### src/icf_pkg.sv
// Shared constants, types and helper functions of the integer to ASCII formatter.
package icf_pkg;

  localparam int MaxWidth   = 24;
  localparam int ValW       = 64;
  localparam int FldW       = 5;
  localparam int CmdW       = 2;
  localparam int CharW      = 8;
  localparam int DecDigits  = 20;
  localparam int HexDigits  = ValW / 4;
  localparam int BcdW       = 4 * DecDigits;
  localparam int CntW       = $clog2(MaxWidth + 2);
  localparam int DigW       = $clog2(DecDigits + 1);
  localparam int StepW      = $clog2(ValW);
  localparam int QueueDepth = 2;
  localparam int PtrW       = $clog2(QueueDepth);
  localparam int QCntW      = $clog2(QueueDepth + 1);

  localparam int ValueLsb   = 0;
  localparam int WidthLsb   = ValueLsb + ValW;
  localparam int PointLsb   = WidthLsb + FldW;
  localparam int InDataBits = PointLsb + FldW;
  localparam int InTdataW   = ((InDataBits + 7) / 8) * 8;

  localparam logic [CharW-1:0] ChZero  = 8'h30;
  localparam logic [CharW-1:0] ChMinus = 8'h2d;
  localparam logic [CharW-1:0] ChDot   = 8'h2e;
  localparam logic [CharW-1:0] ChLowA  = 8'h61;

  typedef enum logic [CmdW-1:0] {
    CmdUdec = 2'd0,
    CmdSdec = 2'd1,
    CmdHex  = 2'd2,
    CmdFix  = 2'd3
  } cmd_e;

  typedef struct packed {
    cmd_e                cmd;
    logic [ValW-1:0]     mag;
    logic [CntW-1:0]     width;
    logic [CntW-1:0]     point;
    logic                neg;
  } job_t;

  function automatic logic [CharW-1:0] digit_char(input logic [3:0] d);
    logic [CharW-1:0] c;
    if (d < 4'd10) begin
      c = ChZero + CharW'(d);
    end else begin
      c = ChLowA + CharW'(d - 4'd10);
    end
    return c;
  endfunction

endpackage

### src/icf_front.sv
// Front end: accepts input transactions, saturates width and point, and takes the magnitude.
module icf_front (
  input  logic                         s_valid_i,
  output logic                         s_ready_o,
  input  logic [icf_pkg::InTdataW-1:0] s_data_i,
  input  logic [icf_pkg::CmdW-1:0]     s_user_i,
  input  logic                         full_i,
  output logic                         push_o,
  output icf_pkg::job_t                job_o
);

  logic [icf_pkg::ValW-1:0] value;
  logic [icf_pkg::CntW-1:0] width_raw;
  logic [icf_pkg::CntW-1:0] point_raw;
  icf_pkg::cmd_e            cmd;
  logic                     neg;

  assign s_ready_o = !full_i;
  assign push_o    = s_valid_i && !full_i;

  always_comb begin
    cmd       = icf_pkg::cmd_e'(s_user_i);
    value     = s_data_i[icf_pkg::ValueLsb +: icf_pkg::ValW];
    width_raw = icf_pkg::CntW'(s_data_i[icf_pkg::WidthLsb +: icf_pkg::FldW]);
    point_raw = icf_pkg::CntW'(s_data_i[icf_pkg::PointLsb +: icf_pkg::FldW]);
    neg       = (cmd == icf_pkg::CmdSdec) && value[icf_pkg::ValW-1];

    job_o.cmd   = cmd;
    job_o.neg   = neg;
    job_o.mag   = neg ? (~value + icf_pkg::ValW'(1)) : value;
    job_o.width = (width_raw > icf_pkg::CntW'(icf_pkg::MaxWidth)) ?
                  icf_pkg::CntW'(icf_pkg::MaxWidth) : width_raw;
    job_o.point = (point_raw > icf_pkg::CntW'(icf_pkg::MaxWidth - 1)) ?
                  icf_pkg::CntW'(icf_pkg::MaxWidth - 1) : point_raw;
  end

endmodule

### src/icf_fifo.sv
// Short job queue between the front end and the conversion back end.
module icf_fifo (
  input  logic          clk_i,
  input  logic          rst_ni,
  input  logic          push_i,
  input  icf_pkg::job_t job_i,
  output logic          full_o,
  input  logic          pop_i,
  output logic          empty_o,
  output icf_pkg::job_t job_o
);

  icf_pkg::job_t             mem_q [icf_pkg::QueueDepth];
  logic [icf_pkg::PtrW-1:0]  wr_ptr_q, wr_ptr_d;
  logic [icf_pkg::PtrW-1:0]  rd_ptr_q, rd_ptr_d;
  logic [icf_pkg::QCntW-1:0] count_q, count_d;

  assign full_o  = (count_q == icf_pkg::QCntW'(icf_pkg::QueueDepth));
  assign empty_o = (count_q == '0);
  assign job_o   = mem_q[rd_ptr_q];

  always_comb begin
    wr_ptr_d = wr_ptr_q;
    rd_ptr_d = rd_ptr_q;
    count_d  = count_q;
    if (push_i) begin
      wr_ptr_d = (wr_ptr_q == icf_pkg::PtrW'(icf_pkg::QueueDepth - 1)) ?
                 '0 : wr_ptr_q + icf_pkg::PtrW'(1);
    end
    if (pop_i) begin
      rd_ptr_d = (rd_ptr_q == icf_pkg::PtrW'(icf_pkg::QueueDepth - 1)) ?
                 '0 : rd_ptr_q + icf_pkg::PtrW'(1);
    end
    if (push_i && !pop_i) begin
      count_d = count_q + icf_pkg::QCntW'(1);
    end else if (pop_i && !push_i) begin
      count_d = count_q - icf_pkg::QCntW'(1);
    end
  end

  always_ff @(posedge clk_i or negedge rst_ni) begin
    if (!rst_ni) begin
      wr_ptr_q <= '0;
      rd_ptr_q <= '0;
      count_q  <= '0;
    end else begin
      wr_ptr_q <= wr_ptr_d;
      rd_ptr_q <= rd_ptr_d;
      count_q  <= count_d;
    end
  end

  always_ff @(posedge clk_i) begin
    if (push_i) begin
      mem_q[wr_ptr_q] <= job_i;
    end
  end

endmodule

### src/icf_back.sv
// Back end: serial binary to BCD conversion for the decimal modes, digit trimming and character emission.
module icf_back (
  input  logic                      clk_i,
  input  logic                      rst_ni,
  input  logic                      empty_i,
  input  icf_pkg::job_t             job_i,
  output logic                      pop_o,
  output logic                      m_valid_o,
  input  logic                      m_ready_i,
  output logic [icf_pkg::CharW-1:0] m_char_o,
  output logic                      m_last_o
);

  typedef enum logic [4:0] {
    StIdle = 5'b00001,
    StConv = 5'b00010,
    StNorm = 5'b00100,
    StPlan = 5'b01000,
    StEmit = 5'b10000
  } state_e;

  state_e                     state_q, state_d;
  icf_pkg::cmd_e              cmd_q, cmd_d;
  logic                       neg_q, neg_d;
  logic [icf_pkg::CntW-1:0]   width_q, width_d;
  logic [icf_pkg::CntW-1:0]   point_q, point_d;
  logic [icf_pkg::ValW-1:0]   bin_q, bin_d;
  logic [icf_pkg::BcdW-1:0]   dig_q, dig_d;
  logic [icf_pkg::BcdW-1:0]   adj;
  logic [icf_pkg::StepW-1:0]  step_q, step_d;
  logic [icf_pkg::DigW-1:0]   cnt_q, cnt_d;
  logic                       sign_q, sign_d;
  logic [icf_pkg::CntW-1:0]   z1_q, z1_d;
  logic [icf_pkg::CntW-1:0]   a_q, a_d;
  logic                       dot_q, dot_d;
  logic [icf_pkg::CntW-1:0]   z2_q, z2_d;
  logic [icf_pkg::CntW-1:0]   b_q, b_d;
  logic [icf_pkg::CntW-1:0]   rem_q, rem_d;
  logic                       out_valid_q, out_valid_d;
  logic [icf_pkg::CharW-1:0]  out_char_q, out_char_d;
  logic                       out_last_q, out_last_d;

  logic [3:0]                 top;
  logic [icf_pkg::CntW-1:0]   c;
  logic [icf_pkg::CntW-1:0]   pad;
  logic [icf_pkg::DigW-1:0]   hex_target;
  logic                       drop;
  logic                       can_emit;

  assign m_valid_o = out_valid_q;
  assign m_char_o  = out_char_q;
  assign m_last_o  = out_last_q;
  assign top       = dig_q[icf_pkg::BcdW-1 -: 4];
  assign c         = icf_pkg::CntW'(cnt_q);
  assign can_emit  = !out_valid_q || m_ready_i;
  assign pad       = (width_q > c) ? width_q - c : '0;

  always_comb begin
    for (int k = 0; k < icf_pkg::DecDigits; k++) begin
      adj[4*k +: 4] = (dig_q[4*k +: 4] >= 4'd5) ? dig_q[4*k +: 4] + 4'd3 : dig_q[4*k +: 4];
    end
  end

  always_comb begin
    if (width_q > icf_pkg::CntW'(icf_pkg::HexDigits)) begin
      hex_target = icf_pkg::DigW'(icf_pkg::HexDigits);
    end else begin
      hex_target = icf_pkg::DigW'(width_q);
    end
    if ((cmd_q == icf_pkg::CmdHex) && (width_q != '0)) begin
      drop = (cnt_q > hex_target);
    end else begin
      drop = (top == 4'd0) && (cnt_q > icf_pkg::DigW'(1));
    end
  end

  always_comb begin
    state_d     = state_q;
    cmd_d       = cmd_q;
    neg_d       = neg_q;
    width_d     = width_q;
    point_d     = point_q;
    bin_d       = bin_q;
    dig_d       = dig_q;
    step_d      = step_q;
    cnt_d       = cnt_q;
    sign_d      = sign_q;
    z1_d        = z1_q;
    a_d         = a_q;
    dot_d       = dot_q;
    z2_d        = z2_q;
    b_d         = b_q;
    rem_d       = rem_q;
    out_valid_d = out_valid_q && !m_ready_i;
    out_char_d  = out_char_q;
    out_last_d  = out_last_q;
    pop_o       = 1'b0;

    case (state_q)
      StIdle: begin
        if (!empty_i) begin
          pop_o   = 1'b1;
          cmd_d   = job_i.cmd;
          neg_d   = job_i.neg;
          width_d = job_i.width;
          point_d = job_i.point;
          bin_d   = job_i.mag;
          step_d  = '0;
          if (job_i.cmd == icf_pkg::CmdHex) begin
            dig_d   = {job_i.mag, (icf_pkg::BcdW - icf_pkg::ValW)'(0)};
            cnt_d   = icf_pkg::DigW'(icf_pkg::HexDigits);
            state_d = StNorm;
          end else begin
            dig_d   = '0;
            state_d = StConv;
          end
        end
      end
      StConv: begin
        dig_d  = {adj[icf_pkg::BcdW-2:0], bin_q[icf_pkg::ValW-1]};
        bin_d  = {bin_q[icf_pkg::ValW-2:0], 1'b0};
        step_d = step_q + icf_pkg::StepW'(1);
        if (step_q == icf_pkg::StepW'(icf_pkg::ValW - 1)) begin
          cnt_d   = icf_pkg::DigW'(icf_pkg::DecDigits);
          state_d = StNorm;
        end
      end
      StNorm: begin
        if (drop) begin
          dig_d = {dig_q[icf_pkg::BcdW-5:0], 4'd0};
          cnt_d = cnt_q - icf_pkg::DigW'(1);
        end else begin
          state_d = StPlan;
        end
      end
      StPlan: begin
        sign_d = 1'b0;
        z1_d   = '0;
        a_d    = '0;
        dot_d  = 1'b0;
        z2_d   = '0;
        b_d    = '0;
        case (cmd_q)
          icf_pkg::CmdUdec: begin
            z1_d = pad;
            a_d  = c;
          end
          icf_pkg::CmdSdec: begin
            sign_d = neg_q;
            a_d    = c;
          end
          icf_pkg::CmdHex: begin
            a_d = c;
          end
          icf_pkg::CmdFix: begin
            dot_d = 1'b1;
            if (c > point_q) begin
              z1_d = pad;
              a_d  = c - point_q;
              b_d  = point_q;
            end else begin
              z1_d = (width_q <= point_q) ? icf_pkg::CntW'(1) : width_q - point_q;
              z2_d = point_q - c;
              b_d  = c;
            end
          end
          default: begin
            a_d = c;
          end
        endcase
        rem_d   = z1_d + a_d + z2_d + b_d + icf_pkg::CntW'(sign_d) + icf_pkg::CntW'(dot_d);
        state_d = StEmit;
      end
      StEmit: begin
        if (can_emit) begin
          out_valid_d = 1'b1;
          out_last_d  = (rem_q == icf_pkg::CntW'(1));
          rem_d       = rem_q - icf_pkg::CntW'(1);
          if (sign_q) begin
            out_char_d = icf_pkg::ChMinus;
            sign_d     = 1'b0;
          end else if (z1_q != '0) begin
            out_char_d = icf_pkg::ChZero;
            z1_d       = z1_q - icf_pkg::CntW'(1);
          end else if (a_q != '0) begin
            out_char_d = icf_pkg::digit_char(top);
            a_d        = a_q - icf_pkg::CntW'(1);
            dig_d      = {dig_q[icf_pkg::BcdW-5:0], 4'd0};
          end else if (dot_q) begin
            out_char_d = icf_pkg::ChDot;
            dot_d      = 1'b0;
          end else if (z2_q != '0) begin
            out_char_d = icf_pkg::ChZero;
            z2_d       = z2_q - icf_pkg::CntW'(1);
          end else begin
            out_char_d = icf_pkg::digit_char(top);
            b_d        = b_q - icf_pkg::CntW'(1);
            dig_d      = {dig_q[icf_pkg::BcdW-5:0], 4'd0};
          end
          if (rem_q == icf_pkg::CntW'(1)) begin
            state_d = StIdle;
          end
        end
      end
      default: begin
        state_d = StIdle;
      end
    endcase
  end

  always_ff @(posedge clk_i or negedge rst_ni) begin
    if (!rst_ni) begin
      state_q     <= StIdle;
      out_valid_q <= 1'b0;
    end else begin
      state_q     <= state_d;
      out_valid_q <= out_valid_d;
    end
  end

  always_ff @(posedge clk_i) begin
    cmd_q      <= cmd_d;
    neg_q      <= neg_d;
    width_q    <= width_d;
    point_q    <= point_d;
    bin_q      <= bin_d;
    dig_q      <= dig_d;
    step_q     <= step_d;
    cnt_q      <= cnt_d;
    sign_q     <= sign_d;
    z1_q       <= z1_d;
    a_q        <= a_d;
    dot_q      <= dot_d;
    z2_q       <= z2_d;
    b_q        <= b_d;
    rem_q      <= rem_d;
    out_char_q <= out_char_d;
    out_last_q <= out_last_d;
  end

endmodule

### src/integer_to_ascii_formatter_core.sv
// Top level of the integer to ASCII formatter.
// Each input transaction carries a 64-bit value, a mode in tuser, and a width and point
// position; the block answers with one output transaction per ASCII character, tlast on the
// final one. Decimal modes run a shift-and-add-3 converter, then strip leading zero digits;
// a planning state follows, and the characters (1 to 25) go out one per cycle while the
// output is not stalled. The serial converter handles one item at a time. A two-entry
// queue in front of the converter keeps accepting items while a conversion runs, and the
// output register holds a character while the next one is being prepared.
module integer_to_ascii_formatter_core (
  input  logic                         clk_i,
  input  logic                         rst_ni,
  input  logic                         s_axis_tvalid_i,
  output logic                         s_axis_tready_o,
  input  logic [icf_pkg::InTdataW-1:0] s_axis_tdata_i,  // value, width, point
  input  logic [icf_pkg::CmdW-1:0]     s_axis_tuser_i,  // command
  output logic                         m_axis_tvalid_o,
  input  logic                         m_axis_tready_i,
  output logic [icf_pkg::CharW-1:0]    m_axis_tdata_o,  // character
  output logic                         m_axis_tlast_o
);

  icf_pkg::job_t push_job;
  icf_pkg::job_t head_job;
  logic          push;
  logic          pop;
  logic          full;
  logic          empty;

  icf_front u_front (
    .s_valid_i (s_axis_tvalid_i),
    .s_ready_o (s_axis_tready_o),
    .s_data_i  (s_axis_tdata_i),
    .s_user_i  (s_axis_tuser_i),
    .full_i    (full),
    .push_o    (push),
    .job_o     (push_job)
  );

  icf_fifo u_fifo (
    .clk_i   (clk_i),
    .rst_ni  (rst_ni),
    .push_i  (push),
    .job_i   (push_job),
    .full_o  (full),
    .pop_i   (pop),
    .empty_o (empty),
    .job_o   (head_job)
  );

  icf_back u_back (
    .clk_i     (clk_i),
    .rst_ni    (rst_ni),
    .empty_i   (empty),
    .job_i     (head_job),
    .pop_o     (pop),
    .m_valid_o (m_axis_tvalid_o),
    .m_ready_i (m_axis_tready_i),
    .m_char_o  (m_axis_tdata_o),
    .m_last_o  (m_axis_tlast_o)
  );

endmodule

### config.mk
export PLATFORM = sky130hd
export DESIGN_NAME = integer_to_ascii_formatter_core
export DESIGN_NICKNAME = d
export VERILOG_FILES = /design/src/icf_pkg.sv /design/src/icf_front.sv /design/src/icf_fifo.sv /design/src/icf_back.sv /design/src/integer_to_ascii_formatter_core.sv
export SDC_FILE = /design/constraint.sdc
export NUM_CORES = 1
export LEC_CHECK = 0
export BUFFER_PORTS_ARGS = -buffer_cell sky130_fd_sc_hd__buf_4
export CORE_UTILIZATION = 45
export DETAILED_ROUTE_END_ITERATION = 7
export PLACE_DENSITY = 0.6
export SYNTH_ARGS = -nofsm -noshare
export SYNTH_HDL_FRONTEND = slang
export SYNTH_HIERARCHICAL = 1
export SYNTH_SLANG_ARGS = --single-unit
export TNS_END_PERCENT = 10
### constraint.sdc
create_clock -name clk_i -period 18.4 [get_ports clk_i]
set_input_delay 1.84 -clock clk_i [delete_from_list [all_inputs] [get_ports clk_i]]
set_output_delay 1.84 -clock clk_i [all_outputs]
set_load 0.02 [all_outputs]
==> impl_results.md <==
* Status: finished clean
* Number of placed I/O pins at 97
* FF-to-FF End: u_back/rem_q[4]$_DFFE_PP_
* Worst EP arrival at 5.86 ns
* GPL Wtd Cong at 0.911
* Full die area at 0.0459 mm²
* Hold Path Origin: u_back/bin_q[28]$_DFFE_PP_
* Residual DRC at 0
* Max Clock Freq at 179 MHz
* Routed wire length per instance at 17.7 µm
* CTS tree: done
* Reg clk slew, reported paths at 0.06 ns
* Fin Hold WS at 0.498 ns
* CTS Buffer Depth at 3
* Max-cap violations at 0
* H-tree levels at 2
* Util after Layout at 51.8%
* PwrDens at 182 mW/mm²
* Mean post-synth cell area at 11.1 µm²
* Placement row count at 77
* Top post-synthesis cells by area: edfxtp_1 (52%), nand2_1 (5.9%), ha_1 (5.4%), a21oi_1 (3.2%), mux2_2 (3.2%)
* Leakage at 8.74 nW
* Async set-reset flop share out of synthesis at 2.75%
* Yosys cell types at 83
* Hold buffers post-CTS at 0
* Final Hold Fails at 0
* Pins Over Slew Limit at 0
* GR Util All Layers at 19.5%
* Final Critical Period at 5.58 ns
* Die width at 214 µm
* Nets@finish at 2083
* Max Fanout on Critical Path at 13
* Core ar. at 0.0443 mm²
* Reg-to-Reg Start: u_back/c[1]$_DFFE_PP_
* Cell area after synthesis at 0.0203 mm²
* Initial core utilization at 45.7%
* CTS root buf: clkbuf_16
* Total CTS buffers at 42
* Top cells by count, synth: edfxtp_1 (353), nand2_1 (317), a21oi_1 (131), nor2_1 (110), inv_1 (94)
* Least-Margin Pin Slew at 1.17 ns
* Vias per cell at 5.46
* Setup total negative slack at 0 ns
* Hpwl dp at 30.3 mm
* Setup CP Type: reg -> reg
* Total Power at 4.17 mW
* Slew margin rel. at 22.0%
* Setup crit start kind: flop
* Max IR drop VDD at 0.119 mV
* Synth top area share at 52.3%
* Diode count at 0
* CTS sink count at 363
* CP Capture Type: flop
* Cells after synthesis at 1823
* First-pass GRT wire length at 71.7 mm
* Sequential area share after synthesis at 53.6%
* IO Port Bufs at 90
* Final WL at 44.7 mm
* Clk_skew at 0.0227 ns
* R2R setup slack at 12.82 ns
* Setup bufs post-CTS at 0
* Ys flop type: edfxtp_1
* Antenna Violating Nets Remaining at 0
* Hold depth at 2
* R2R depth at 19
* WHS Endpoint: u_back/bin_q[29]$_DFFE_PP_
* Critical Path RT at 18.68 ns
* Largest net degree at the start of global routing at 93
* Share of cells above drive strength 1 at 14.8%
* Worst-Skew Late Latency at 0.57 ns
* Worst Hold Class: reg -> reg
* Area leader, netlist: edfxtp_1
* Setup violations, final at 0
* Mapped Nets at 2010
* Post-route clock period utilization at 30.3%
* RSZ-0062 raised after global routing: no
* Post-cts sizing count at 0
* Placed Area at 0.0215 mm²
* Die Span Y at 214 µm
* Yosys warning count at 6
* GRT overflow at 0
* EDFF count, synth at 353
* DR pass1 iterations at 5
* Fillers at 3939
* Initial drt markers at 1096
* Vias in the first global route at 13300
* Layout area overhead at 13.3%
* DR vias at 13800
* Final Cell Area at 0.0229 mm²
* Seq cells post-synth at 363
* Most numerous cell in the Yosys netlist: edfxtp_1
* Initial antenna violation count at 1
==> routing by layer <==
| layer | global-route usage [%] | part of all wire, % |
|---|---|---|
| met4 | 5.19 | 1.8 |
| met5 | 0 | 0 |
| met1 | 29.1 | 49 |
| met3 | 3.08 | 5.3 |
| met2 | 29.3 | 44 |
==> state kept, by name, indices dropped and copies added, names as in the netlist, 6 cells and up <==
name and flops:
u_back/m_char_o 8, u_back/dig_q 80, u_back/step_q 6, u_back/bin_q 64, u_fifo/mem_q 154
==> metrics by stage <==
stage	setup WS [ns]	std cells
2_1_floorplan	8.06	1823
3_3_place_gp	12.87	2444
3_5_place_dp	12.86	2444
4_1_cts	12.85	2521
5_1_grt	12.43	2521
6_report	12.82	2521
==> worst max-delay path, cell delays in order (launching register included) <==
cell	delay [ns]
edfxtp_1	0.53
inv_1	0.35
ha_1	0.36
nor2b_1	0.18
o21ai_2	0.19
a32oi_2	0.11
nor2_1	0.65
a32oi_1	0.21
nor2_1	0.24
fa_1	0.45
inv_1	0.08
fa_1	0.46
fa_1	0.47
inv_1	0.07
a21o_1	0.10
a21oi_1	0.07
xnor2_1	0.18
xnor3_1	0.34
xor2_1	0.18
o21ai_1	0.08
==> power by group <==
group	total (mW)	switching, mW	leakage (nW)	internal, mW
clock	0.887	0.338	0.716	0.549
combinational	1.68	1.01	4.56	0.666
sequential	1.61	0.215	3.46	1.39
==> logic make-up (layout without fill, tap and decap cells) <==
kind of cell	after synthesis	after routing	synth area share, %
and+or+nand+nor	639	639	15.2
DFF	363	363	53.6
AOI/OAI and AO/OA	337	337	10.3
buffers and inverters	170	276	3.58
xor gates and xnor gates	127	127	5.56
adders and majority gates	101	101	6.72
muxes	85	85	5.05
other	1	1	0.0185
==> final cells by class <==
class                           instances  area (µm²)  share of cell area, %
Tap cell                              592         741                   3.23
Multi-Input combinational cell       1290        8720                   38.0
Clock buffer                           50        1120                   4.89
Timing Repair Buffer                  105         788                   3.44
Clock inverter                         27         359                   1.57
Sequential cell                       363       10900                   47.3
Inverter                               94         353                   1.54
==> how the worst max path moves through the flow <==
stage / start / to / cells past startpoint
global placement: u_back/c[1]$_DFFE_PP_ / u_back/rem_q[4]$_DFFE_PP_ / 19
finish: u_back/c[1]$_DFFE_PP_ / u_back/rem_q[4]$_DFFE_PP_ / 19
CTS: u_back/c[3]$_DFFE_PP_ / u_back/rem_q[4]$_DFFE_PP_ / 19
detailed placement: u_back/c[3]$_DFFE_PP_ / u_back/rem_q[4]$_DFFE_PP_ / 19
global route: u_back/c[3]$_DFFE_PP_ / u_back/rem_q[4]$_DFFE_PP_ / 19
floorplan: m_axis_tready_i / u_back/dig_q[0]$_DFFE_PP_ / 3
==> cell usage in the layout (no fill, tap or decap), types with 16 or more instances in the layout <==
cell type	Yosys	routed
a21oi_1	131	131
a31oi_1	16	16
buf_4	6	105
clkbuf_16	0	43
edfxtp_1	353	353
ha_1	88	88
inv_1	94	94
mux2_2	58	58
mux2_4	20	20
nand2_1	317	316
nand2b_1	28	27
nand3_1	34	34
nor2_1	110	110
nor3_1	23	23
nor3b_1	31	31
o211ai_1	22	22
o21ai_0	76	75
o221ai_1	32	32
xnor2_1	58	58
xor2_1	68	68
No activity file was read; power rests on OpenSTA's default activity.
